===== src/tds_pkg.sv =====
`default_nettype none

package tds_pkg;

  localparam int CFG_IDX_W  = 2;
  localparam int CFG_DATA_W = 31;
  localparam int IO_W       = 32;
  localparam int IO_FRAC    = 16;
  localparam int ROW_IDX_W  = 6;

  localparam logic [CFG_IDX_W-1:0] CFG_METHOD    = 2'd0;
  localparam logic [CFG_IDX_W-1:0] CFG_TOLERANCE = 2'd1;
  localparam logic [CFG_IDX_W-1:0] CFG_MAX_ITER  = 2'd2;

  localparam logic [1:0] METHOD_THOMAS = 2'd0;

  localparam logic [1:0] STATUS_OK   = 2'd0;
  localparam logic [1:0] STATUS_CAP  = 2'd1;
  localparam logic [1:0] STATUS_ZDIV = 2'd2;

  localparam logic [30:0] TOL_RESET     = 31'd66;
  localparam logic [15:0] MAX_ITER_RESET = 16'd1000;

  typedef enum logic [3:0] {
    S_LOAD,
    S_T_FETCH,
    S_B_FETCH,
    S_I_START,
    S_I_PRIME,
    S_I_FETCH,
    S_GO,
    S_WAIT,
    S_I_CHECK,
    S_OUT_FETCH,
    S_OUT_PUT
  } state_e;

  typedef enum logic [2:0] {
    ST_T_MUL_R,
    ST_T_DIV_R,
    ST_T_MUL_O,
    ST_T_DIV_O,
    ST_B_MUL,
    ST_I_MUL_W,
    ST_I_MUL_E,
    ST_I_DIV
  } step_e;

  typedef enum logic {
    ALU_MUL,
    ALU_DIV
  } alu_op_e;

  typedef struct packed {
    logic    start;
    alu_op_e op;
  } alu_req_t;

  typedef struct packed {
    logic done;
    logic zdiv;
  } alu_rsp_t;

endpackage

`default_nettype wire


===== src/tds_alu.sv =====
`default_nettype none

module tds_alu #(
  parameter int W = 32,
  parameter int F = 16
) (
  input  wire logic              clk_i,
  input  wire logic              rst_ni,
  input  wire tds_pkg::alu_req_t req_i,
  input  wire logic [W-1:0]      a_i,
  input  wire logic [W-1:0]      b_i,
  output tds_pkg::alu_rsp_t      rsp_o,
  output logic [W-1:0]           result_o
);

  localparam int QW   = W + F;
  localparam int MW   = (2 * W > QW) ? 2 * W : QW;
  localparam int CNTW = $clog2(QW + 1);

  logic              busy_q, done_q, zdiv_q, neg_q;
  logic [CNTW-1:0]   cnt_q;
  tds_pkg::alu_op_e  op_q;
  logic [W-1:0]      xm_q, rem_q, res_q;
  logic [2*W-1:0]    p_q;
  logic [QW-1:0]     quo_q;

  logic [W-1:0]  ma, mb;
  logic          div_zero;
  logic [W:0]    mul_sum, div_rs;
  logic          div_ge;
  logic [MW-1:0] fin_mag, fin_lim;
  logic [W-1:0]  fin_sat;

  always_comb begin
    ma       = a_i[W-1] ? W'(-a_i) : a_i;
    mb       = b_i[W-1] ? W'(-b_i) : b_i;
    div_zero = (req_i.op == tds_pkg::ALU_DIV) && (mb == '0);
    mul_sum  = {1'b0, p_q[2*W-1:W]} + (p_q[0] ? {1'b0, xm_q} : '0);
    div_rs   = {rem_q, quo_q[QW-1]};
    div_ge   = div_rs >= {1'b0, xm_q};
    fin_mag  = (op_q == tds_pkg::ALU_MUL) ? MW'(p_q >> F) : MW'(quo_q);
    fin_lim  = (MW'(1) << (W - 1)) - MW'(!neg_q);
    fin_sat  = (fin_mag > fin_lim) ? fin_lim[W-1:0] : fin_mag[W-1:0];
  end

  always_ff @(posedge clk_i or negedge rst_ni) begin
    if (!rst_ni) begin
      busy_q <= 1'b0;
      done_q <= 1'b0;
      cnt_q  <= '0;
    end else begin
      done_q <= 1'b0;
      if (req_i.start) begin
        if (div_zero) begin
          done_q <= 1'b1;
        end else begin
          busy_q <= 1'b1;
          cnt_q  <= (req_i.op == tds_pkg::ALU_MUL) ? CNTW'(W) : CNTW'(QW);
        end
      end else if (busy_q) begin
        if (cnt_q != '0) begin
          cnt_q <= cnt_q - 1'b1;
        end else begin
          busy_q <= 1'b0;
          done_q <= 1'b1;
        end
      end
    end
  end

  always_ff @(posedge clk_i) begin
    if (req_i.start) begin
      op_q   <= req_i.op;
      neg_q  <= a_i[W-1] ^ b_i[W-1];
      zdiv_q <= div_zero;
      res_q  <= '0;
      rem_q  <= '0;
      if (req_i.op == tds_pkg::ALU_MUL) begin
        xm_q <= ma;
        p_q  <= {{W{1'b0}}, mb};
      end else begin
        xm_q  <= mb;
        quo_q <= {ma, {F{1'b0}}};
      end
    end else if (busy_q) begin
      if (cnt_q != '0) begin
        if (op_q == tds_pkg::ALU_MUL) begin
          p_q <= {mul_sum, p_q[W-1:1]};
        end else begin
          rem_q <= div_ge ? W'(div_rs - {1'b0, xm_q}) : div_rs[W-1:0];
          quo_q <= {quo_q[QW-2:0], div_ge};
        end
      end else begin
        res_q <= neg_q ? W'(-fin_sat) : fin_sat;
      end
    end
  end

  assign rsp_o.done = done_q;
  assign rsp_o.zdiv = zdiv_q;
  assign result_o   = res_q;

endmodule

`default_nettype wire


===== config.mk =====
export PLATFORM = sky130hd
export DESIGN_NAME = tds_alu
export DESIGN_NICKNAME = d
export VERILOG_FILES = /design/src/tds_pkg.sv /design/src/tds_alu.sv
export SDC_FILE = /design/constraint.sdc
export NUM_CORES = 1
export LEC_CHECK = 0
export ABC_AREA = 1
export BUFFER_PORTS_ARGS = -buffer_cell sky130_fd_sc_hd__buf_2
export CAP_MARGIN = 20
export CORE_ASPECT_RATIO = 0.8
export CORE_MARGIN = 2
export CORE_UTILIZATION = 42
export DETAILED_ROUTE_END_ITERATION = 7
export PLACE_DENSITY = 0.66
export REMOVE_ABC_BUFFERS = 1
export SLEW_MARGIN = 20
export SYNTH_ARGS = -nofsm -noshare
export SYNTH_HDL_FRONTEND = slang
export SYNTH_SLANG_ARGS = --single-unit

===== constraint.sdc =====
create_clock -name clk_i -period 5.7 [get_ports clk_i]
set_input_delay 1.14 -clock clk_i [delete_from_list [all_inputs] [get_ports clk_i]]
set_output_delay 1.14 -clock clk_i [all_outputs]
set_load 0.005 [all_outputs]

After elaboration in Yosys (flattened, before gate mapping)
Cells that the tools add are included.

Multiplexer cells: 31. Eq/ne operators: 4. Order comparisons: 2. $add $sub $neg: 7. Bitwise logic cells: 2. Reductions and logical operators: 12.

Operators by type and width (count): $mux W64 (5); $mux W48 (6); $mux W32 (7); $neg A32 Y32 (3); $gt A48 B64 Y1 (1); $add A32 B32 Y33 (1); $ge A33 B32 Y1 (1); $sub A32 B1 Y33 const A (1); $logic_not A32 Y1 (1); $sub A32 B32 Y32 (1); $mux W6 (4); $mux W1 (8); $ne A2 B2 Y1 const B (4); $reduce_and A4 Y1 (2); $reduce_and A3 Y1 (2); $reduce_bool A2 Y1 (3); $reduce_bool A6 Y1 (1); $sub A6 B1 Y6 const B (1); $mux W5 (1); $reduce_and A2 Y1 (1); $logic_and A1 B1 Y1 (1); $logic_not A1 Y1 (1); $not A1 Y1 (1); $xor A1 B1 Y1 (1).

Flip-flop bits (word level): 219. Output and inout port bits: 34. Bits of input ports: 68.

Depth between registers and ports, before layout
Gate-level depths: netlist of run 1.

Depth in word-level cells: 6. Gate-level depth with buffers: 33. Mapped depth without buffers: 31.

Worst setup path before layout of run 1
OpenSTA, ideal clock, no wires.

Path kind: input to register. Start point: input req_i[1] (netlist bit). End point: register p_q[0], enable pin. Library setup time: 0.486 ns. Cell stages on the path: 4. Data arrival time: 4.524 ns. Data required time: 5.214 ns. Setup slack: 0.689 ns. Cells stage by stage: clkbuf_1 > clkbuf_1 > o21ai_0 > nor2_1.

Word-level cells in the longest chain between the ends: 2. Elaborated cells between the ends (all ways): 5. Those cells by class: eq/ne (2); reduce/logical (3).

RTL lines: from (decl) (RTL line tds_alu.sv:9) `input wire tds_pkg::alu_req_t req_i,`; $ne A2 B2 Y1 (no source line) / $reduce_bool A2 Y1 (equally long branches); $reduce_and A4 Y1 (no source line) *; to (signal assigned) (RTL line tds_alu.sv:80) `p_q <= {{W{1'b0}}, mb};`; to (signal assigned) (RTL line tds_alu.sv:88) `p_q <= {mul_sum, p_q[W-1:1]};`; to (decl) (RTL line tds_alu.sv:24) `logic [2*W-1:0] p_q;`.

Mark *: on every way between the ends. The rest lies on a longest branch, timed or not. A chain may end at the register's enable or synchronous reset.

Worst setup path after layout of run 1
Start point: register op_q. End point: register res_q[22], in the netlist result_o[22].

Word-level cells in the longest chain between the ends: 5.

RTL lines: from (decl) (RTL line tds_alu.sv:22) `tds_pkg::alu_op_e op_q;`; from (signal assigned) (RTL line tds_alu.sv:73) `op_q <= req_i.op;`; $mux W48 * (RTL line tds_alu.sv:41) `fin_mag = (op_q == tds_pkg::ALU_MUL) ? MW'(p_q >> F) : MW'(quo_q);`; $gt A48 B64 Y1 (RTL line tds_alu.sv:43) `fin_sat = (fin_mag > fin_lim) ? fin_lim[W-1:0] : fin_mag[W-1:0];`; $mux W32 * (RTL line tds_alu.sv:43); $neg A32 Y32 (RTL line tds_alu.sv:94) `res_q <= neg_q ? W'(-fin_sat) : fin_sat;`; $mux W32 * (RTL line tds_alu.sv:94); to (signal assigned) (RTL line tds_alu.sv:94); to (decl) (RTL line tds_alu.sv:23) `logic [W-1:0] xm_q, rem_q, res_q;`.

Marked as above.

==> impl_metrics.toml, run 1 <==
[pwr]
power.share.switching_pct = 39.73
p_clk_share_pct = 27.1
p_sw_mw = 2.600
p_leak_nw = 9.459
intPower_mw = 3.944
p_total_mw = 6.544
ir_drop_mv = 0.2280
power_density_mw_per_mm2 = 346.4
combPwrFrac_pct = 38.4
p_seq_share_pct = 34.6

[job]
drv_cap = 0

[finish]
seqCellArea_mm2 = 0.005896
fin_area_mm2 = 0.01889
area_growth_pct = 11.00
drive_gt1_share_pct = 8.174
fin_nets = 2709
multi_input_area_mm2 = 0.009320
postLayoutCoreUtil_pct = 47.59
fillers = 4106

[die]
initial_utilization_pct = 42.88
die_area_mm2 = 0.04215
num_rows = 65
dieWidth_um = 229.1
core_area_mm2 = 0.03969
io_pins = 102
fp.dieH_um = 184.0

[synthesis]
yosys_warnings = 0
avgSynthCellArea_um2 = 6.895
postSynthCellCount = 2468
synth_cell_type_count = 55
synth_edf_count = 147
ys_async_sr_fraction_pct = 3.653
synth_area_mm2 = 0.01702
seq_area_frac_synth_pct = 34.64
ys_seq_elements = 219
synth_ff_type = "edfxtp_1"

[timing]
slew_headroom_pct = 28.82
rsz0062_at_grt = "no"
period_share_pct = 76.02
skew_ns = 0.01372
finalHoldViolCount = 0
finalMaxSlewViolations = 0
period_minus_slack_ns = 4.333
tns_ns = 0
setup_viol = 0
holdWs_ns = 0.4125
tightest_slew_ns = 1.065
clock.fmax_mhz = 230.8

[routing]
drt_iter0_drc = 1736
drt_wl_total_um = 56310
routed_via_density = 5.335
drc_errors = 0
drt_first_pass_iters = 6
vias = 16510
wl_per_cell_um = 18.19
ant_nets = 0

[clocking]
cts_resized = 0
cts_max_path_buffers = 3
cts_buffers = 26
root_buffer = "clkbuf_16"
cts_num_sinks = 219
path_clk_slew_ns = 0.06
post_cts_buffers = 0
cts_hold_buf = 0
htreeDepth = 1
clkLatencyLatePin_ns = 0.56
cts_tree = "done"

[setup_path]
crit_path_max_incr_delay_ns = 0.46
cp_common_cell = "nand2_1"
critical_path_class = "reg -> reg"
cp_cell_sequence = "buf_4 > o21ai_0 > inv_1 > ha_1 > nand4_1 > or2_1 > nor3_2 > nand3_1 > nand3_4 > nand2_1 > inv_1 > ha_1 > nand2_1 > nor2_2 > nand2_1 > inv_1 > nand3_2 > nand2_2 > nand3_1 > nand3_1 > nand2_1"
required_ns = 6.15
startpoint_type = "flip-flop"
worst-path-max-fanout = 60
arrival_ns = 4.78
critPathBufInv = 4
slowest_stage = "o21ai_0"
cp_top_family = "simple AND/OR/NAND/NOR gates"
crit_path_end_kind = "flip-flop"

[grt]
grt_pass1_vias = 14910
grt_usage_pct = 26.29
grt_max_degree = 80
grt_pass1_wl_um = 85950
grt.overflow.total = 0
antenna_found_initial = 1

[place]
gp_congestion = 0.9786
hpwlAfterDp_um = 44240
dpl-instance-area_mm2 = 0.01801
io_buffers = 101

[outcome]
status = "finished, final reports clean"

[min_path]
hp-class = "in -> async"
==> kinds of logic (layout without fill, tap and decap cells) <==
kind of cell / after synthesis / count (layout) / synth area share (%)
other: 0 / 2 / 0
buffers and inverters: 468 / 557 / 10.69
AOI/OAI and AO/OA: 460 / 460 / 14.70
and+or+nand+nor: 1130 / 1130 / 27.75
xor gates and xnor gates: 86 / 86 / 4.426
adders and majority gates: 104 / 104 / 7.735
DFF: 219 / 219 / 34.64
muxes: 1 / 1 / 0.05882
==> synthesized netlist by cell type, types with 2 or more instances <==
cell type | instances | area share, %
nand2_4 | 2 | 0.13
clkbuf_1 | 56 | 1.2
ha_1 | 102 | 7.5
o21a_1 | 23 | 1.0
a221oi_1 | 6 | 0.31
dfrtp_1 | 8 | 1.2
buf_2 | 5 | 0.15
nor2_1 | 243 | 5.4
a21o_1 | 8 | 0.35
xnor2_1 | 19 | 0.98
nand3_1 | 100 | 2.9
clkinv_1 | 3 | 0.066
nand3b_1 | 6 | 0.26
inv_2 | 5 | 0.11
o211ai_1 | 10 | 0.44
nand2_1 | 659 | 15
buf_1 | 6 | 0.13
a31oi_1 | 9 | 0.33
or2_1 | 2 | 0.074
nor4_1 | 10 | 0.37
buf_4 | 6 | 0.26
xor2_1 | 67 | 3.4
o2111ai_1 | 2 | 0.10
nand4_1 | 31 | 1.1
or2_2 | 6 | 0.22
nand2_2 | 15 | 0.55
nor2_4 | 3 | 0.20
o21bai_1 | 4 | 0.18
o311ai_0 | 2 | 0.10
buf_6 | 3 | 0.20
nor3_2 | 2 | 0.12
inv_1 | 383 | 8.4
o21ai_0 | 231 | 6.8
o31ai_1 | 4 | 0.18
nor2_2 | 8 | 0.29
edfxtp_1 | 147 | 26
fa_1 | 2 | 0.24
nor3_1 | 35 | 1.0
o21ai_2 | 2 | 0.10
dfxtp_1 | 64 | 7.5
o21ai_1 | 9 | 0.26
a21oi_1 | 145 | 4.3
nand3_2 | 3 | 0.18
==> worst reg2reg max path, stage by stage, from the launching register on <==
cell and delay [ns]:
edfxtp_1 0.39, buf_4 0.31, o21ai_0 0.47, inv_1 0.09, ha_1 0.33, nand4_1 0.12
or2_1 0.28, nor3_2 0.17, nand3_1 0.21, nand3_4 0.43, nand2_1 0.13, inv_1 0.09
ha_1 0.18, nand2_1 0.07, nor2_2 0.17, nand2_1 0.13, inv_1 0.19, nand3_2 0.12
nand2_2 0.11, nand3_1 0.09, nand3_1 0.09, nand2_1 0.05
==> placed cells by master (no fill, tap or decap), types with 4 or more instances in the layout <==
cell type	n
inv_1	383
edfxtp_1	147
clkinv_2	4
nand3b_1	6
ha_1	102
clkbuf_1	6
nand3_1	100
nor3_1	35
nand4_1	31
a221oi_1	6
buf_4	16
o31ai_1	4
or2_2	6
nor2_4	5
a21oi_1	145
nand2_1	659
o21bai_1	4
dfxtp_1	64
a31oi_1	9
nand2_2	15
inv_2	6
o21ai_0	231
xnor2_1	19
nor2_2	9
a21o_1	8
bufinv_16	4
nor2_1	240
buf_2	100
clkbuf_16	27
clkinv_1	6
nor4_1	10
o21a_1	23
dfrtp_1	8
o21ai_1	9
o211ai_1	10
xor2_1	67
==> cell type report <==
type	count	area share (%)
clock inverters	15	0.9538
repair buffers	118	3.451
inverters	391	7.770
diodes	2	0.02650
well taps	536	3.550
multi-input cells	1781	49.34
flip-flops and latches	219	31.21
clock buffers	33	3.696
==> power groups by stage <==
| stage | Combinational (mW) | Clock [mW] | Sequential, mW |
|---|---|---|---|
| floorplan | 1.74 | 0 | 2.23 |
| global placement | 2.43 | 0 | 2.28 |
| detailed placement | 2.46 | 0 | 2.28 |
| CTS | 2.48 | 1.80 | 2.25 |
| global route | 2.86 | 1.85 | 2.29 |
| finish | 2.51 | 1.77 | 2.26 |
==> registers in the layout, summed over array words and instances, names as in the netlist <==
name and count:
zdiv_q 1, p_q 64, neg_q 1, quo_q 48, result_o 32, xm_q 32
done_q 1, op_q 1, busy_q 1, cnt_q 6, rem_q 32
==> metal layers <==
metal | vias up | wire length (um) | GRT usage, %
met5 | - | 13 | 0
met4 | 2 | 1226 | 6.104
met3 | 74 | 6044 | 6.514
met2 | 685 | 21480 | 35.83
met1 | 7597 | 27540 | 40.80
li1 | 8153 | - | -
==> path summary, 6_finish.rpt <==
path                               from           end  slack (ns)  depth (start not counted)
max                                op_q  result_o[22]        1.37                         21
min                              rst_ni      cnt_q[0]        0.41                          1
max reg2reg                        op_q  result_o[22]        1.37                         21
min reg2reg                result_o[15]  result_o[15]        0.45                          2
max in group asynchronous        rst_ni        done_q        5.11                          1
min in group clk_i         result_o[15]  result_o[15]        0.45                          2
==> stage by stage <==
| stage | std cells | worst slack [ns] |
|---|---|---|
| global route | 3093 | 0.9024 |
| floorplan | 2391 | 0.9164 |
| CTS | 3093 | 1.391 |
| finish | 3095 | 1.367 |
| global placement | 3045 | 1.517 |
| detailed placement | 3045 | 1.412 |
Note: power is estimated with default switching activity, not from simulation.
==> run 2, diff against run 1 <==
PLACE_DENSITY = 0.68   (was 0.66)
clock period = 3.8 ns   (was 5.7 ns; I/O delays follow)
==> run 2 against run 1 <==
Against the previous run:
- clock skew is 0.0041 ns higher
- highest routed layer is now met4
- clock power is 62% higher
- sequential power grew 50%
- sequential cell count unchanged
- final cell count grew 1.5%
==> impl_metrics.toml, run 2 (synthesized netlist as in run 1, its figures left out) <==
[outcome]
status = "finished, final reports clean"

[clocking]
htreeDepth = 1
cts_max_path_buffers = 3
root_buffer = "clkbuf_16"
cts_num_sinks = 219
cts_buffers = 26
path_clk_slew_ns = 0.06
cts_tree = "done"
clkLatencyLatePin_ns = 0.56

[die]
fp.dieH_um = 184.0
dieWidth_um = 229.1
io_pins = 102
initial_utilization_pct = 42.88
core_area_mm2 = 0.03969
num_rows = 65
die_area_mm2 = 0.04215

[timing]
clock.fmax_mhz = 278.9
period_minus_slack_ns = 3.585
finalMaxSlewViolations = 0
tightest_slew_ns = 0.9744
skew_ns = 0.01784
slew_headroom_pct = 34.35
rsz0062_at_grt = "yes"
finalHoldViolCount = 0
setup_viol = 0
period_share_pct = 94.35

[setup_path]
worst-path-max-fanout = 34
rr_startpoint = "op_q"
ff2ff_setup_slack_ns = 0.21
startpoint_type = "flip-flop"
crit_path_end = "result_o[13]"
crit_path_end_kind = "flip-flop"
r2r-end = "result_o[13]"
arrival_ns = 4.02
reg2reg_depth = 19
crit_start = "op_q"
required_ns = 4.23
critical_path_class = "reg -> reg"

[routing]
vias = 16730
ant_nets = 0
drt_iter0_drc = 1746
drt_first_pass_iters = 6
wl_per_cell_um = 17.79
drc_errors = 0
routed_via_density = 5.324
drt_wl_total_um = 55890

[place]
io_buffers = 101
gp_congestion = 0.9839
hpwlAfterDp_um = 44580
placedCellCount = 3092

[job]
drv_cap = 0

[finish]
largest_register_ff_count = 64
mostFrequentLayoutCell = "nand2_1"
fin_nets = 2757
finalNonFillerCells = 3142
final_cell_mix = "nand2_1 (653), inv_1 (382), nor2_1 (238)"
postLayoutCoreUtil_pct = 48.89
drive_gt1_share_pct = 10.48
reg_top3 = "p_q x64, quo_q x48"
area_growth_pct = 14.02
top_register = "p_q"

[pwr]
ir_drop_mv = 0.3677
p_leak_nw = 9.755
power_density_mw_per_mm2 = 524.0

[grt]
grt.overflow.total = 0
grt_max_degree = 79
grt_pass1_vias = 15280
antenna_found_initial = 2
grt_pass1_wl_um = 86840
grt_usage_pct = 26.22

[min_path]
hp-class = "in -> async"
[run 2: area by class of cell]
type                       count  area [um2]
timing repair buffer         166        1041
clock inverter                15       234.0
clock buffer                  33       739.5
fill                        4089       20280
tap                          536       670.6
sequential                   219        5896
multi-input combinational   1781        9353
antenna                        1       2.502
inverter                     391        1468
[run 2: repair_timing]
| item | 4_1_cts | 5_1_grt |
|---|---|---|
| hold buffers | 0 | 0 |
| buffers inserted | 0 | 1 |
| endpoints found under the setup margin | 0 | 23 |
| resized for setup | 0 | 16 |
[run 2: per-stage QoR]
| stage | setup WS (ns) | power, mW | TNS (ns) | hold WS (ns) | area [um2] |
|---|---|---|---|---|---|
| floorplan | -0.9836 | 5.960 | -84.55 | 0.4419 | 16670 |
| global placement | 0.1181 | 7.170 | 0 | 0.4366 | 18380 |
| detailed placement | 0.1196 | 7.239 | 0 | 0.4358 | 18380 |
| CTS | 0.1313 | 10.13 | 0 | 0.06146 | 19360 |
| global route | -0.04407 | 10.84 | -0.1233 | 0.06617 | 19400 |
| finish | 0.2147 | 10.17 | 0 | 0.06097 | 19400 |
[run 2: worst min path at each step]
stage / endpoint / slack (ns)
after floorplan: cnt_q[0] / 0.44
after global placement: result_o[26] / 0.44
after detailed placement: result_o[26] / 0.44
after CTS: cnt_q[2] / 0.06
after global routing: cnt_q[0] / 0.07
final: cnt_q[0] / 0.06
[run 2: per-layer routing]
metal  track usage (%)  vias to the layer above  part of all wire (%)
li1                  -                     8254                     -
met2             36.27                      711                    39
met1             40.93                     7675                    50
met5                 0                        -                     0
met4             6.779                        0                   2.6
met3             4.994                       87                   9.2
[run 2: critical path: stages (launching register included)]
cell	delay, ns
edfxtp_1	0.44
buf_12	0.19
o21ai_0	0.17
inv_1	0.08
ha_1	0.30
nand2_1	0.05
inv_1	0.06
nand3_1	0.06
or2_1	0.23
nor3_2	0.14
nand3_1	0.20
nand3_4	0.16
buf_6	0.23
nand2_1	0.11
nor2_2	0.16
nand2_2	0.11
o21ai_2	0.24
nand2_1	0.14
o21ai_1	0.29
nand2_1	0.08
[run 2: report_power, final]
group | internal (mW) | switching [mW]
clock | 1.78 | 1.09
sequential | 3.10 | 0.302
combinational | 1.34 | 2.56
total | 6.22 | 3.95
